$ cat src/hdl/csem_fifo.sv
// Small register FIFO used for the command queue and the result queue.
module csem_fifo #(
  parameter int WIDTH = 8,
  parameter int DEPTH = 2
) (
  input  logic             clk,
  input  logic             rst_n,
  input  logic             push,
  input  logic [WIDTH-1:0] wdata,
  output logic             full,
  input  logic             pop,
  output logic [WIDTH-1:0] rdata,
  output logic             empty
);

  localparam int PW = (DEPTH > 1) ? $clog2(DEPTH) : 1;
  localparam int CW = $clog2(DEPTH + 1);

  logic [WIDTH-1:0] mem_r [DEPTH];
  logic [PW-1:0]    wp_r, wp_nxt, rp_r, rp_nxt;
  logic [CW-1:0]    cnt_r, cnt_nxt;
  logic             do_push, do_pop;

  assign full    = (cnt_r == CW'(DEPTH));
  assign empty   = (cnt_r == '0);
  assign do_push = push && !full;
  assign do_pop  = pop && !empty;
  assign rdata   = mem_r[rp_r];

  always_comb begin
    wp_nxt  = wp_r;
    rp_nxt  = rp_r;
    cnt_nxt = cnt_r;
    if (do_push) begin
      wp_nxt = (wp_r == PW'(DEPTH - 1)) ? '0 : wp_r + PW'(1);
    end
    if (do_pop) begin
      rp_nxt = (rp_r == PW'(DEPTH - 1)) ? '0 : rp_r + PW'(1);
    end
    if (do_push && !do_pop) begin
      cnt_nxt = cnt_r + CW'(1);
    end else if (do_pop && !do_push) begin
      cnt_nxt = cnt_r - CW'(1);
    end
  end

  always_ff @(posedge clk) begin
    if (!rst_n) begin
      wp_r  <= '0;
      rp_r  <= '0;
      cnt_r <= '0;
    end else begin
      wp_r  <= wp_nxt;
      rp_r  <= rp_nxt;
      cnt_r <= cnt_nxt;
    end
  end

  always_ff @(posedge clk) begin
    if (do_push) begin
      mem_r[wp_r] <= wdata;
    end
  end

endmodule

$ cat config.mk
export PLATFORM = sky130hd
export DESIGN_NAME = csem_fifo
export DESIGN_NICKNAME = d
export VERILOG_FILES = /design/src/hdl/csem_fifo.sv
export SDC_FILE = /design/constraint.sdc
export NUM_CORES = 1
export LEC_CHECK = 0
export BUFFER_PORTS_ARGS = -buffer_cell sky130_fd_sc_hd__buf_4
export CORE_MARGIN = 2
export CORE_UTILIZATION = 52
export DETAILED_ROUTE_END_ITERATION = 10
export GPL_ROUTABILITY_DRIVEN = 0
export PLACE_DENSITY = 0.85
export SETUP_SLACK_MARGIN = 0.5
export SYNTH_ARGS = -nofsm -noshare
export SYNTH_HDL_FRONTEND = slang
export SYNTH_SLANG_ARGS = --single-unit
$ cat constraint.sdc
create_clock -name clk -period 3.1 [get_ports clk]
set_input_delay 0.31 -clock clk [delete_from_list [all_inputs] [get_ports clk]]
set_output_delay 0.31 -clock clk [all_outputs]
set_load 0.01 [all_outputs]
==> metrics.md <==
| Metric | Value |
|---|---|
| Area after DPL | `roughly 1000 sq um` |
| Core ar. | `between 0.001 and 0.0015 sq mm` |
| First DRT Iteration DRCs | `12` |
| Count of different cell masters after synthesis | `20` |
| Outcome | `completed` |
| Crit Path Category | `reg -> out` |
| CTS clk-pin slew, worst paths | `approximately 0.11 ns` |
| N_diodes | `0` |
| DP Wirelength | `921 microns` |
| Routed length per placed instance | `roughly 14 microns` |
| First-pass GRT wire length | `2080 microns` |
| Post-synthesis average cell area | `16.2 sq um` |
| Final WS setup | `1.39 ns` |
| Critical path required time | `2.79 ns` |
| Gr usage total | `between 15 and 20%` |
| RSZ-0062 raised after global routing | `false` |
| Slew @ Worst Pin | `between 0.6 and 0.7 ns` |
| Final Cycle Share | `between 50% and 60%` |
| Global Route met1 Usage | `between 15 and 20%` |
| Clock group share of total power | `16.1%` |
| Slew Limit Fails | `0` |
| Switching power | `~0.23 mW` |
| Sequential area share after synthesis | `71.7%` |
| Vias per cell | `around 5.2` |
| Mapped cell area | `~800 sq um` |
| FP Rows | `14` |
| Most frequent cells after synthesis | `edfxtp_1, mux2_2, dfxtp_1, and2_1` |
| H-tree Lvls | `1` |
| Comb pwr share | `between 30 and 40%` |
| Clock sinks | `21` |
| Root Driver | `clkbuf_4` |
| Max Fclk | `between 500 and 600 MHz` |
| Crit. End Element | `output pin` |
| P&R area growth vs syn | `24.6%` |
| M3 GR Usage | `roughly 4.6%` |
| Yosys top cell area share | `between 50 and 60%` |
| Post-place setup slack | `~1.5 ns` |
| Cts bufs inserted | `3` |
| Pin count of the biggest net entering global routing | `12` |
| Ys flop type | `edfxtp_1` |
| Global Route met2 Usage | `a little over a quarter` |
| HP Class | `in -> reg` |
| Gate Count Post-Synth | `50` |
| Die width | `43.5 microns` |
| Number of enable flip-flop cells after synthesis | `16` |
| FF+latch count, synth | `21` |
| Peak VDD IR | `0.467 mV` |
| Initial antenna violation count | `0` |
| Critical-path maximum fanout | `8` |
| Largest cells by area after synthesis | `edfxtp_1, dfxtp_1, mux2_2` |
| Max cap viols | `0` |
| Aggregate global routing overflow | `0` |
| # IOs | `22` |
| Starting Density | `54.4%` |
| Static leakage | `slightly below 0.4 nW` |
| Worst Setup Start Kind | `flop` |
| Vias | `470` |
| Final setup vio count | `0` |
| WL final | `roughly 1200 microns` |
| Final #Nets | `88` |
| Util after Layout | `around two thirds` |
| Power per cell area | `785 mW/mm^2` |
| Share of flip-flops with an asynchronous set or reset | `0%` |
| Post-cts sizing count | `0` |
| Share of layout cells above drive strength 1 | `a little under half` |
| Maximum clock path buffer count | `2` |
| Max_slew headroom | `a little over half` |
| Most frequent cell after synthesis | `edfxtp_1` |
| DRC viols | `0` |
| Synth warn | `0` |
| Fill count | `around 120` |
| Vias in the first global route | `between 400 and 500` |
| Hold Buf Count CTS | `0` |
| IO buf count | `21` |
| Sw Share | `roughly 29%` |
| Fin Setup TNS | `0 ns` |
| CTS tree | `yes` |
| Gr busiest metal | `met2` |
| Die Ht | `43.5 microns` |
| Most area-hungry cell type in the Yosys netlist | `edfxtp_1` |
| DRT Pass-1 Iters | `3` |
| Cell Count, Final, Fillers Out | `90` |
| Setup Skew | `between 0.002 and 0.003 ns` |
| Sequential Power Share | `between 50 and 60%` |
| Clock Latency Late Sink | `roughly 0.3 ns` |
| P_int | `between 0.5 and 0.6 mW` |
| Die area | `~0.0019 sq mm` |
| Synthesized Nets | `63` |
| Fin crit period | `around 1.7 ns` |
| Worst Path Arrival | `between 1 and 1.5 ns` |
| Final Cell Area | `0.00101 sq mm` |
| Postcts setup bufs | `0` |
| Hold Fails Final Rpt | `0` |
| Post-Place Cells | `between 80 and 90` |
| Routed Antenna Nets | `0` |
-- cells by family (layout without fill, tap and decap cells) --
logic type | count (synthesis) | after routing | share of synthesized area [%]
AOI/OAI and AO/OA | 5 | 5 | 4.02
xor gates and xnor gates | 3 | 3 | 3.25
adders and majority gates | 1 | 1 | 1.55
buffers and inverters | 3 | 27 | 1.54
DFF | 21 | 21 | 71.7
muxes | 8 | 8 | 11.1
and+or+nand+nor | 9 | 9 | 6.80
-- metal layers --
metal / part of all wire, % / vias up / routed length [microns]
li1: - / 227 / -
met1: 39 / 227 / 489
met2: 53 / 14 / 663
met3: 6.0 / 2 / 75
met4: 1.5 / 0 / 19
met5: 0 / - / 0
-- per-stage QoR --
step | hold slack, ns | power, mW
4_1_cts | 0.179 | 0.800
3_5_place_dp | 0.498 | 0.674
5_1_grt | 0.168 | 0.842
2_1_floorplan | 0.409 | 0.562
6_report | 0.184 | 0.791
3_3_place_gp | 0.495 | 0.660
-- power by group through the flow --
stage	combinational [mW]	sequential, mW	clock, mW
final	0.266	0.398	0.128
after detailed placement	0.269	0.405	0
after global routing	0.295	0.406	0.142
after CTS	0.271	0.398	0.131
after floorplan	0.178	0.384	0
after global placement	0.259	0.401	0
-- critical path: stages (launching register included) --
cell and delay, ns:
dfxtp_1 0.56, mux2_2 0.39, buf_4 0.14
-- layout by cell type (no fill, tap or decap) --
master and count:
a21boi_0 1, a21boi_1 1, and2_1 3, and3_1 1
buf_4 21, clkbuf_1 1, clkbuf_4 3, dfxtp_1 5
edfxtp_1 16, ha_1 1, inv_1 1, inv_2 1
mux2_2 8, nand2b_1 1, nor2_1 2, nor3_2 1
o21a_1 1, o21ai_0 1, o21ai_1 1, or3_1 1
xnor2_1 2, xor2_1 1
-- registers in the layout, summed over array words and instances, names as in the netlist, named ones only --
register	count
wp_r	1
mem_r	16
rp_r	1
cnt_r	2
-- final cells by class --
type                    instances  area (sq um)  share of cell area (%)
flip-flops and latches         21           581                    57.6
multi-input cells              26           216                    21.5
repair buffers                 21           158                    15.6
clock buffers                   4          26.3                    2.61
well taps                      16          20.0                    1.99
inverters                       2          7.51                   0.744
-- final timing paths --
| check | startpoint | end | slack (ns) | depth (start not counted) |
|---|---|---|---|---|
| worst min-delay path | wdata[2] | mem_r[1][2] | 0.18 | 1 |
| worst min register to register | cnt_r[1] | cnt_r[1] | 0.55 | 2 |
| worst max-delay path | flop | rdata[6] | 1.39 | 2 |
| worst max register to register | cnt_r[0] | cnt_r[1] | 1.50 | 6 |
(Power assumes the default switching activity.)
